==> src/rtl/core/spss_pkg.sv <==
// Package for the servo preset slew sequencer.
// Holds sizes, reset values, command and phase codes and shared helpers.
// No dependencies.
package spss_pkg;

  localparam int unsigned PRESET_COUNT = 3;
  localparam int unsigned ANGLE_W      = 8;
  localparam int unsigned SLOT_W       = 2;
  localparam int unsigned CMD_W        = 2;
  localparam int unsigned CFG_IDX_W    = 2;

  localparam logic [ANGLE_W-1:0] ANGLE_MAX       = 8'd180;
  localparam logic [ANGLE_W-1:0] LIFT_RESET      = 8'd130;
  localparam logic [ANGLE_W-1:0] CENTRE_H_RESET  = 8'd90;
  localparam logic [ANGLE_W-1:0] CENTRE_V_RESET  = 8'd45;

  typedef logic [ANGLE_W-1:0] angle_t;

  typedef enum logic [CMD_W-1:0] {
    CMD_TICK   = 2'd0,
    CMD_GO     = 2'd1,
    CMD_CENTRE = 2'd2,
    CMD_STORE  = 2'd3
  } cmd_e;

  typedef enum logic [CFG_IDX_W-1:0] {
    CFG_LIFT     = 2'd0,
    CFG_CENTRE_H = 2'd1,
    CFG_CENTRE_V = 2'd2,
    CFG_NONE     = 2'd3
  } cfg_idx_e;

  typedef enum logic [3:0] {
    PH_IDLE  = 4'b0001,
    PH_LIFT  = 4'b0010,
    PH_HSLEW = 4'b0100,
    PH_VSLEW = 4'b1000
  } phase_e;

  function automatic angle_t sat_angle(input angle_t v);
    return (v > ANGLE_MAX) ? ANGLE_MAX : v;
  endfunction

  function automatic phase_e next_phase(input phase_e ph);
    phase_e nx;
    unique case (ph)
      PH_LIFT:  nx = PH_HSLEW;
      PH_HSLEW: nx = PH_VSLEW;
      PH_VSLEW: nx = PH_IDLE;
      default:  nx = PH_IDLE;
    endcase
    return nx;
  endfunction

endpackage

==> src/rtl/core/servo_preset_slew_sequencer.sv <==
// Top level of the servo preset slew sequencer: input register, command
// logic, angle/preset state and result register.
// Depends on spss_pkg.
//
// Usage: one word in (cmd, preset_select, horizontal_value, vertical_value),
// one word out (horizontal_angle, vertical_angle, busy_res, accepted) per
// input word, in order. Both channels use valid/stall; a word moves when
// valid is high and stall is low.
// An accepted word sits in the input register and its result is loaded into
// the output register when that register is empty or not stalled. Throughput
// is one word per cycle while the output is not stalled; the state update
// (step, phase skip, centre, store) is one pass of compare and increment
// logic between the two registers.
// A stall on the output holds the result register and then the input
// register; in_stall_o rises only when both are full. Reset puts both angles
// at the centre reset values, clears the presets, returns to idle and loads
// the register reset values. Registers are to be written through cfg_we_i/
// cfg_index_i/cfg_data_i only while idle; the block does not enforce this.
module servo_preset_slew_sequencer (
  input  logic                           clk_i,
  input  logic                           rst_ni,
  input  logic                           in_valid_i,
  output logic                           in_stall_o,
  input  logic [spss_pkg::CMD_W-1:0]     cmd_i,
  input  logic [spss_pkg::SLOT_W-1:0]    preset_select_i,
  input  logic [spss_pkg::ANGLE_W-1:0]   horizontal_value_i,
  input  logic [spss_pkg::ANGLE_W-1:0]   vertical_value_i,
  output logic                           out_valid_o,
  input  logic                           out_stall_i,
  output logic [spss_pkg::ANGLE_W-1:0]   horizontal_angle_o,
  output logic [spss_pkg::ANGLE_W-1:0]   vertical_angle_o,
  output logic                           busy_res_o,
  output logic                           accepted_o,
  input  logic                           cfg_we_i,
  input  logic [spss_pkg::CFG_IDX_W-1:0] cfg_index_i,
  input  logic [spss_pkg::ANGLE_W-1:0]   cfg_data_i
);

  // configuration, stored saturated
  spss_pkg::angle_t lift_q, centre_h_q, centre_v_q;

  // input register
  logic                        in_valid_q;
  spss_pkg::cmd_e              cmd_q;
  logic [spss_pkg::SLOT_W-1:0] sel_q;
  spss_pkg::angle_t            hval_q, vval_q;

  // state
  spss_pkg::angle_t            h_q, v_q, h_d, v_d;
  spss_pkg::phase_e            phase_q, phase_d;
  logic [spss_pkg::SLOT_W-1:0] active_q, active_d;
  spss_pkg::angle_t            ph_q [spss_pkg::PRESET_COUNT];
  spss_pkg::angle_t            pv_q [spss_pkg::PRESET_COUNT];

  // output register
  logic             out_valid_q;
  spss_pkg::angle_t out_h_q, out_v_q;
  logic             out_busy_q, out_acc_q;

  logic                        adv, fire, acc_in;
  logic [spss_pkg::SLOT_W-1:0] slot;
  logic                        slot_ok, sel_ok, idle;
  spss_pkg::angle_t            tgt_h, tgt_v, axis, tgt, stepped, h_s, v_s;
  spss_pkg::phase_e            pre_phase, pass_phase;
  logic                        do_store, acc_d;

  assign adv        = !out_valid_q || !out_stall_i;
  assign fire       = in_valid_q && adv;
  assign in_stall_o = in_valid_q && !adv;
  assign acc_in     = in_valid_i && !in_stall_o;

  always_ff @(posedge clk_i or negedge rst_ni) begin
    if (!rst_ni) begin
      lift_q     <= spss_pkg::LIFT_RESET;
      centre_h_q <= spss_pkg::CENTRE_H_RESET;
      centre_v_q <= spss_pkg::CENTRE_V_RESET;
    end else if (cfg_we_i) begin
      case (cfg_index_i)
        spss_pkg::CFG_LIFT:     lift_q     <= spss_pkg::sat_angle(cfg_data_i);
        spss_pkg::CFG_CENTRE_H: centre_h_q <= spss_pkg::sat_angle(cfg_data_i);
        spss_pkg::CFG_CENTRE_V: centre_v_q <= spss_pkg::sat_angle(cfg_data_i);
        default: ;
      endcase
    end
  end

  always_ff @(posedge clk_i or negedge rst_ni) begin
    if (!rst_ni) begin
      in_valid_q <= 1'b0;
    end else begin
      in_valid_q <= acc_in || (in_valid_q && !adv);
    end
  end

  always_ff @(posedge clk_i) begin
    if (acc_in) begin
      cmd_q  <= spss_pkg::cmd_e'(cmd_i);
      sel_q  <= preset_select_i;
      hval_q <= horizontal_value_i;
      vval_q <= vertical_value_i;
    end
  end

  // preset read: new slot on go, running slot otherwise
  assign idle    = (phase_q == spss_pkg::PH_IDLE);
  assign sel_ok  = ({1'b0, sel_q} < (spss_pkg::SLOT_W + 1)'(spss_pkg::PRESET_COUNT));
  assign slot    = (cmd_q == spss_pkg::CMD_GO) ? sel_q : active_q;
  assign slot_ok = ({1'b0, slot} < (spss_pkg::SLOT_W + 1)'(spss_pkg::PRESET_COUNT));
  assign tgt_h   = slot_ok ? ph_q[slot] : ph_q[0];
  assign tgt_v   = slot_ok ? pv_q[slot] : pv_q[0];

  always_comb begin
    axis = (phase_q == spss_pkg::PH_HSLEW) ? h_q : v_q;
    case (phase_q)
      spss_pkg::PH_LIFT:  tgt = lift_q;
      spss_pkg::PH_HSLEW: tgt = tgt_h;
      default:            tgt = tgt_v;
    endcase
    if (axis < tgt) begin
      stepped = axis + 8'd1;
    end else if (axis > tgt) begin
      stepped = axis - 8'd1;
    end else begin
      stepped = axis;
    end
  end

  // pass phases whose axis already sits on target
  function automatic spss_pkg::phase_e pass_done(
    input spss_pkg::phase_e ph_in,
    input spss_pkg::angle_t h,
    input spss_pkg::angle_t v,
    input spss_pkg::angle_t lift,
    input spss_pkg::angle_t th,
    input spss_pkg::angle_t tv
  );
    spss_pkg::phase_e ph;
    logic             hit;
    ph = ph_in;
    for (int i = 0; i < 3; i++) begin
      case (ph)
        spss_pkg::PH_LIFT:  hit = (v == lift);
        spss_pkg::PH_HSLEW: hit = (h == th);
        spss_pkg::PH_VSLEW: hit = (v == tv);
        default:            hit = 1'b0;
      endcase
      if (hit) begin
        ph = spss_pkg::next_phase(ph);
      end
    end
    return ph;
  endfunction

  always_comb begin
    h_s = h_q;
    v_s = v_q;
    if (cmd_q == spss_pkg::CMD_TICK && !idle) begin
      if (phase_q == spss_pkg::PH_HSLEW) begin
        h_s = stepped;
      end else begin
        v_s = stepped;
      end
    end
    pre_phase  = (cmd_q == spss_pkg::CMD_TICK) ? phase_q : spss_pkg::PH_LIFT;
    pass_phase = pass_done(pre_phase, h_s, v_s, lift_q, tgt_h, tgt_v);

    h_d      = h_q;
    v_d      = v_q;
    phase_d  = phase_q;
    active_d = active_q;
    do_store = 1'b0;
    acc_d    = 1'b0;
    case (cmd_q)
      spss_pkg::CMD_TICK: begin
        h_d     = h_s;
        v_d     = v_s;
        phase_d = pass_phase;
        acc_d   = 1'b1;
      end
      spss_pkg::CMD_CENTRE: begin
        if (idle) begin
          h_d   = centre_h_q;
          v_d   = centre_v_q;
          acc_d = 1'b1;
        end
      end
      spss_pkg::CMD_GO: begin
        if (idle && sel_ok) begin
          active_d = sel_q;
          phase_d  = pass_phase;
          acc_d    = 1'b1;
        end
      end
      default: begin
        if (idle && sel_ok) begin
          do_store = 1'b1;
          acc_d    = 1'b1;
        end
      end
    endcase
  end

  always_ff @(posedge clk_i or negedge rst_ni) begin
    if (!rst_ni) begin
      h_q      <= spss_pkg::CENTRE_H_RESET;
      v_q      <= spss_pkg::CENTRE_V_RESET;
      phase_q  <= spss_pkg::PH_IDLE;
      active_q <= '0;
      for (int k = 0; k < spss_pkg::PRESET_COUNT; k++) begin
        ph_q[k] <= '0;
        pv_q[k] <= '0;
      end
    end else if (fire) begin
      h_q      <= h_d;
      v_q      <= v_d;
      phase_q  <= phase_d;
      active_q <= active_d;
      if (do_store) begin
        ph_q[sel_q] <= spss_pkg::sat_angle(hval_q);
        pv_q[sel_q] <= spss_pkg::sat_angle(vval_q);
      end
    end
  end

  always_ff @(posedge clk_i or negedge rst_ni) begin
    if (!rst_ni) begin
      out_valid_q <= 1'b0;
    end else begin
      out_valid_q <= fire || (out_valid_q && out_stall_i);
    end
  end

  always_ff @(posedge clk_i) begin
    if (fire) begin
      out_h_q    <= h_d;
      out_v_q    <= v_d;
      out_busy_q <= (phase_d != spss_pkg::PH_IDLE);
      out_acc_q  <= acc_d;
    end
  end

  assign out_valid_o        = out_valid_q;
  assign horizontal_angle_o = out_h_q;
  assign vertical_angle_o   = out_v_q;
  assign busy_res_o         = out_busy_q;
  assign accepted_o         = out_acc_q;

  a_result_tracks_state: assert property (@(posedge clk_i) disable iff (!rst_ni)
    fire |=> out_valid_o && horizontal_angle_o == h_q && vertical_angle_o == v_q)
    else $error("result word does not match updated angles");

  a_busy_tracks_phase: assert property (@(posedge clk_i) disable iff (!rst_ni)
    fire |=> busy_res_o == (phase_q != spss_pkg::PH_IDLE))
    else $error("busy flag disagrees with phase");

  a_tick_always_taken: assert property (@(posedge clk_i) disable iff (!rst_ni)
    fire && cmd_q == spss_pkg::CMD_TICK |=> accepted_o)
    else $error("tick word reported as ignored");

  a_held_word_kept: assert property (@(posedge clk_i) disable iff (!rst_ni)
    in_valid_q && !adv |=> in_valid_q && $stable(cmd_q))
    else $error("held input word lost");

endmodule

==> config.mk <==
export PLATFORM = sky130hd
export DESIGN_NAME = servo_preset_slew_sequencer
export DESIGN_NICKNAME = d
export VERILOG_FILES = /design/src/rtl/core/spss_pkg.sv /design/src/rtl/core/servo_preset_slew_sequencer.sv
export SDC_FILE = /design/constraint.sdc
export NUM_CORES = 1
export LEC_CHECK = 0
export BUFFER_PORTS_ARGS = -buffer_cell sky130_fd_sc_hd__buf_2
export CAP_MARGIN = 20
export CORE_MARGIN = 2
export CORE_UTILIZATION = 38
export DETAILED_ROUTE_END_ITERATION = 7
export HOLD_SLACK_MARGIN = 0.15
export PLACE_DENSITY = 0.52
export SLEW_MARGIN = 10
export SYNTH_ARGS = -nofsm -noshare
export SYNTH_HDL_FRONTEND = slang
export SYNTH_SLANG_ARGS = --single-unit
==> constraint.sdc <==
create_clock -name clk_i -period 8.5 [get_ports clk_i]
set_input_delay 0.85 -clock clk_i [delete_from_list [all_inputs] [get_ports clk_i]]
set_output_delay 0.85 -clock clk_i [all_outputs]
set_load 0.05 [all_outputs]
==> results of run 1 <==
[power breakdown]
part	total, mW	switching, mW	internal (mW)
clock	0.769	0.290	0.478
sequential	0.920	0.137	0.784
combinational	1.08	0.708	0.376
[layer usage]
layer  GRT usage  up-vias  share of wire
met2       0.373      244           0.47
met4       0.105        0          0.041
met3      0.0401       48          0.053
li1            -     3088              -
met1       0.304     3166           0.44
met5           0        -              0
[kinds of logic after synthesis]
logic type,Yosys count,share of synthesized area
AO/OA/AOI/OAI,243,0.203
XOR/XNOR,32,0.0367
adder cells (fa/ha/maj),10,0.0164
buffers and inverters,75,0.0403
flip-flops,134,0.467
multiplexers,35,0.0520
AND/OR/NAND/NOR,301,0.185
[placed cells by master (no fill, tap or decap), types with 4 or more instances in the layout]
cell,Yosys,final
a21oi_1,40,40
xor2_1,6,6
and3_1,9,9
or3_1,4,4
a211oi_1,7,7
a21o_1,4,4
o211ai_1,7,7
nand2_1,138,138
ha_1,10,10
o22ai_1,8,8
a222oi_1,9,9
a22oi_1,4,4
mux2i_1,12,12
clkbuf_16,0,17
a31oi_1,7,7
buf_4,0,12
nand3_1,18,18
a221oi_1,6,6
mux2_2,17,17
and2_1,5,5
o21ai_0,102,102
nand3b_1,4,4
edfxtp_1,38,38
nor4_1,5,5
nor2b_1,4,4
xnor2_1,26,26
nor3_1,10,10
nor2_1,62,62
o22a_1,5,5
o21ai_1,5,5
dfstp_2,19,19
inv_1,27,27
nand2b_1,14,14
nand4_1,11,11
buf_2,1,53
dfrtp_1,77,77
[stage by stage]
stage / hold WS (ns) / total power [mW] / instances
after floorplan: 0.442 / 1.67 / 830
after global placement: 0.462 / 2.00 / 1113
after detailed placement: 0.464 / 1.99 / 1113
after CTS: 0.415 / 2.77 / 1145
after global routing: 0.438 / 2.93 / 1145
final: 0.403 / 2.77 / 1145
[cell type report]
cell class	instances	area, um^2	area share
Sequential cell	134	3570	0.408
Clock inverter	11	148	0.0169
Timing Repair Buffer	65	355	0.0407
Multi-Input combinational cell	621	3770	0.431
Inverter	28	105	0.0120
Clock buffer	21	460	0.0527
Tap cell	265	332	0.0379
[worst reg2reg max path, delay by kind of cell, from the launching register on]
family,cells,cell delay (ns)
multiplexers,1,0.83
buffers and inverters,1,0.32
XOR/XNOR,1,0.53
AND/OR/NAND/NOR,6,1.51
flip-flops,1,0.32
adder cells (fa/ha/maj),1,0.34
AO/OA/AOI/OAI,9,2.69
[final timing paths]
kind / start / slack [ns] / cells after the start / to
min in group clk_i: pv_q[12] / 0.48 / 2 / pv_q[12]
setup / recovery: cmd_q[1] / 1.71 / 19 / busy_res_o
max in group asynchronous: rst_ni / 6.98 / 2 / ph_q[19]
hold reg to reg: pv_q[12] / 0.48 / 2 / pv_q[12]
setup reg to reg: cmd_q[1] / 1.71 / 19 / busy_res_o
hold / removal: rst_ni / 0.40 / 1 / v_q[1]
==> flow_summary.ini, run 1 <==
[outcome]
status = complete, no violations

[die]
row_count = 51
die_height_um = 146
die-area_um2 = 21300
initial_core_util = 0.390
core_um2 = 19600
ioPinCount = 55
die_w_um = 146

[yosys]
synth_area_um2 = 7640
synth_top_area_frac = 0.252
synth-edff-count = 38
synth_area_per_cell_um2 = 9.21
synth-async-reset-ratio = 0.716
syn-num-nets = 875
synth_commonest_cells = 138 x nand2_1, 102 x o21ai_0, 77 x dfrtp_1, 62 x nor2_1
synth_ff_type = dfrtp_1
synthDistinctLibCells = 79
ys_warn_count = 0
ys_seq_area_frac = 0.467
synth_most_common_cell = nand2_1
synth.area.top_cells = dfrtp_1 25%, edfxtp_1 15%, nand2_1 6.8%, o21ai_0 6.7%, dfstp_2 6.5%
ys_ff_latch = 134
syn_inst = 830
synth_top_cell_by_area = dfrtp_1

[layout]
fillers = 1949
reg.largest.list = ph_q (24), pv_q (24)
utilization = 0.446
nets = 912
diodes = 0
syn2layout_area_growth_pct = 14.3
fin_area_um2 = 8740
drive_above_1_share = 0.176

[cts]
cts.htree.levels = 4
cts_resized = 0
numCtsBuffers = 17
clk_latency_ns = 0.43
postCtsHoldBufs = 0
cts_max_path_buffers = 2
clk_pin_slew_worst_paths_ns = 0.06
root_buffer = clkbuf_16
clock_sinks = 134
cts_tree = built
cts_setup_buffers = 0

[grt]
grt_pass1_wl_um = 37100
grt_pass1_vias = 6222
grt_usage = 0.231
antenna_found_initial = 0
grt_max_degree = 57
grt.overflow.total = 0

[drt]
drt-initial-drc-count = 471
drtAntennaViolNets = 0
vias = 6546
drtPass1Iterations = 7
wirelength_um = 24100
wl_per_cell_um = 21.0
vias_per_cell = 5.72
drc = 0

[critical_path]
critPathMaxFanout = 32
slowest_stage = a221oi_2
crit_chain = buf_4 > nand2b_1 > mux2i_1 > a222oi_1 > nor2_1 > a221oi_1 > ha_1 > and3_1 > a221oi_2 > a311oi_1 > xnor2_1 > a21oi_1 > a21boi_0 > o2111a_1 > nand3_1 > nor4b_1 > a211oi_1 > o22ai_1 > nand4_1
cp.buffers_inverters = 1
crit_family = compound AO/OA/AOI/OAI gates
cp-start-kind = register
max_stage_delay_ns = 0.88
crit_required_ns = 8.66
worst_setup_path_end_kind = register
path_class = reg2reg
arrival_ns = 6.95

[flow_run]
maxCapViolations = 0

[timing]
setup_tns_ns = 0
grt_setup_unrepaired = no
hold_violations = 0
finalMaxSlewViolations = 0
layout_min_cycle_time_ns = 6.79
post-route-period-util = 0.798
final-setup-viol-count = 0
slew_headroom = 0.291
finClkSkew_ns = 0.0124
timing.fmax_mhz = 147
fin_ws_ns = 1.71
worst_pin_slew_ns = 1.06

[placement]
dpl_cell_area_um2 = 8130
place_ws_ns = 1.80
io_buffers = 54
routabilityCongestion = 0.985
dp_hpwl_um = 18000

[power_and_ir_drop]
p_leak_nw = 3.58
power.density_nw_per_um2 = 317
vdd_drop_max_uv = 154

[min_path]
hp-class = in2async
Power figures use the tool's default switching activity.
==> run 2: changes to the inputs <==
--- a/config.mk
+++ b/config.mk
@@ -11,7 +11,7 @@
 export CORE_UTILIZATION = 38
 export DETAILED_ROUTE_END_ITERATION = 7
 export HOLD_SLACK_MARGIN = 0.15
-export PLACE_DENSITY = 0.52
+export PLACE_DENSITY = 0.54
 export SLEW_MARGIN = 10
 export SYNTH_ARGS = -nofsm -noshare
 export SYNTH_HDL_FRONTEND = slang
==> constraint.sdc (replaced) <==
create_clock -name clk_i -period 5.6 [get_ports clk_i]
set_input_delay 0.56 -clock clk_i [delete_from_list [all_inputs] [get_ports clk_i]]
set_output_delay 0.56 -clock clk_i [all_outputs]
set_load 0.05 [all_outputs]
==> flow_summary.ini, run 2 (same netlist as run 1, synthesis figures left out) <==
[drt]
drt-initial-drc-count = 512
vias = 6507
drc = 0
wl_per_cell_um = 19.4
wirelength_um = 23100
drtAntennaViolNets = 0
vias_per_cell = 5.48
drtPass1Iterations = 5

[power_and_ir_drop]
pwr-share-comb = 0.425
pwr-share-clk = 0.258
p_int_mw = 2.55
switching_share = 0.412
pwr-share-seq = 0.317
power.density_nw_per_um2 = 475
vdd_drop_max_uv = 258
p_sw_mw = 1.78
p_leak_nw = 3.79

[grt]
antenna_found_initial = 0
grt_max_degree = 62
grt_pass1_wl_um = 36100
grt_usage = 0.222
grt_pass1_vias = 6198
grt.overflow.total = 0

[placement]
place_ws_ns = -0.0301
dp_hpwl_um = 17100
dpl_cell_area_um2 = 8380
io_buffers = 54
routabilityCongestion = 0.997

[timing]
post-route-period-util = 0.952
final-setup-viol-count = 0
layout_min_cycle_time_ns = 5.33
timing.fmax_mhz = 188
worst_pin_slew_ns = 0.960
slew_headroom = 0.360
finalMaxSlewViolations = 0
fin_ws_ns = 0.271
finClkSkew_ns = 0.00735
hold_violations = 0

[layout]
final_cell_mix = 138 x nand2_1, 100 x o21ai_0, 77 x dfrtp_1, 61 x nor2_1
multi_input_comb_area_um2 = 3820
final_common_cell = nand2_1
syn2layout_area_growth_pct = 19.1
area.sequential_um2 = 3570
drive_above_1_share = 0.226
nets = 955
fin_area_um2 = 9110
diodes = 0
reg.largest.list = ph_q (24), pv_q (24)
fillers = 1939

[cts]
root_buffer = clkbuf_16
clk_latency_ns = 0.43
cts_tree = built
clock_sinks = 134
cts.htree.levels = 4
numCtsBuffers = 17
cts_max_path_buffers = 2
clk_pin_slew_worst_paths_ns = 0.07

[die]
row_count = 51
die_height_um = 146
ioPinCount = 55
die-area_um2 = 21300
initial_core_util = 0.390
die_w_um = 146
core_um2 = 19600

[critical_path]
slowest_stage = a222oi_1
crit_chain = nand2b_2 > mux2_4 > a222oi_1 > a221oi_1 > ha_1 > and3_1 > a221oi_4 > buf_4 > nand2_1 > o22ai_2 > mux2i_2 > buf_4 > xnor2_1 > nor4_4 > o211ai_1 > nand2b_1 > o211ai_2 > nand4_1
critPathMaxFanout = 9
cp-start-kind = register
crit_required_ns = 5.75
cp_common_cell = buf_4
worst_setup_path_end_kind = register
path_class = reg2reg
max_stage_delay_ns = 0.57
arrival_ns = 5.48

[min_path]
hp-class = in2reg

[outcome]
status = complete, no violations

[flow_run]
maxCapViolations = 0
run 2: power by group through the flow:
stage	Clock, mW	Combinational (mW)	Sequential [mW]
2_1_floorplan	0	1.18	1.36
3_3_place_gp	0	1.74	1.38
3_5_place_dp	0	1.74	1.38
4_1_cts	1.14	1.75	1.36
5_1_grt	1.18	2.01	1.39
6_report	1.12	1.84	1.37
run 2: layer usage:
metal | share of wire | wire [um] | up-vias | global-route usage
met1 | 0.48 | 11000 | 3102 | 0.315
met4 | 0.019 | 436 | 0 | 0.0662
met3 | 0.057 | 1330 | 27 | 0.0549
met2 | 0.45 | 10300 | 204 | 0.335
li1 | - | - | 3174 | -
met5 | 0 | 0 | - | 0
run 2: final timing paths:
kind / start / endpoint / slack, ns / cells past startpoint
max reg2reg: cmd_q[1] / busy_res_o / 0.27 / 18
min: vertical_value_i[0] / vval_q[0] / 0.30 / 1
min reg2reg: ph_q[13] / ph_q[13] / 0.48 / 2
min in group asynchronous: rst_ni / ph_q[3] / 0.66 / 2
max: cmd_q[1] / busy_res_o / 0.27 / 18
max in group asynchronous: rst_ni / v_q[6] / 3.77 / 3
run 2: metrics by stage:
step	utilization	hold WS (ns)	total power [mW]	setup TNS [ns]	instances
after CTS	0.459	0.282	4.25	0	1178
after global placement	0.428	0.464	3.12	0	1144
after global routing	0.465	0.280	4.58	-0.0165	1188
after detailed placement	0.428	0.470	3.12	-0.0301	1144
final	0.465	0.300	4.33	0	1188
after floorplan	-	0.264	2.53	0	830
run 2: area by class of cell:
class	count	area share
multi-input cells	621	0.420
clock buffers	17	0.0467
repair buffers	108	0.0761
well taps	265	0.0364
inverters	28	0.0115
flip-flops and latches	134	0.392
clock inverters	15	0.0179
run 2: repair_timing:
item                                    in CTS  in global routing
hold buffers                                 1                  0
endpoints found under the setup margin       1                  5
pin swaps                                    2                  8
gates resized for setup                      0                 11
setup buffers                                1                 10
hold endpoints to repair                    26                  0
cloned                                       0                  0
run 2: worst max-delay path, delay by kind of cell (launching register included):
kind / cells / cell delay, ns
fa+ha+maj: 1 / 0.33
mux: 2 / 0.69
compound gates: 6 / 1.71
flops: 1 / 0.37
buf+inv: 2 / 0.40
simple gates: 6 / 1.38
xor+xnor: 1 / 0.14
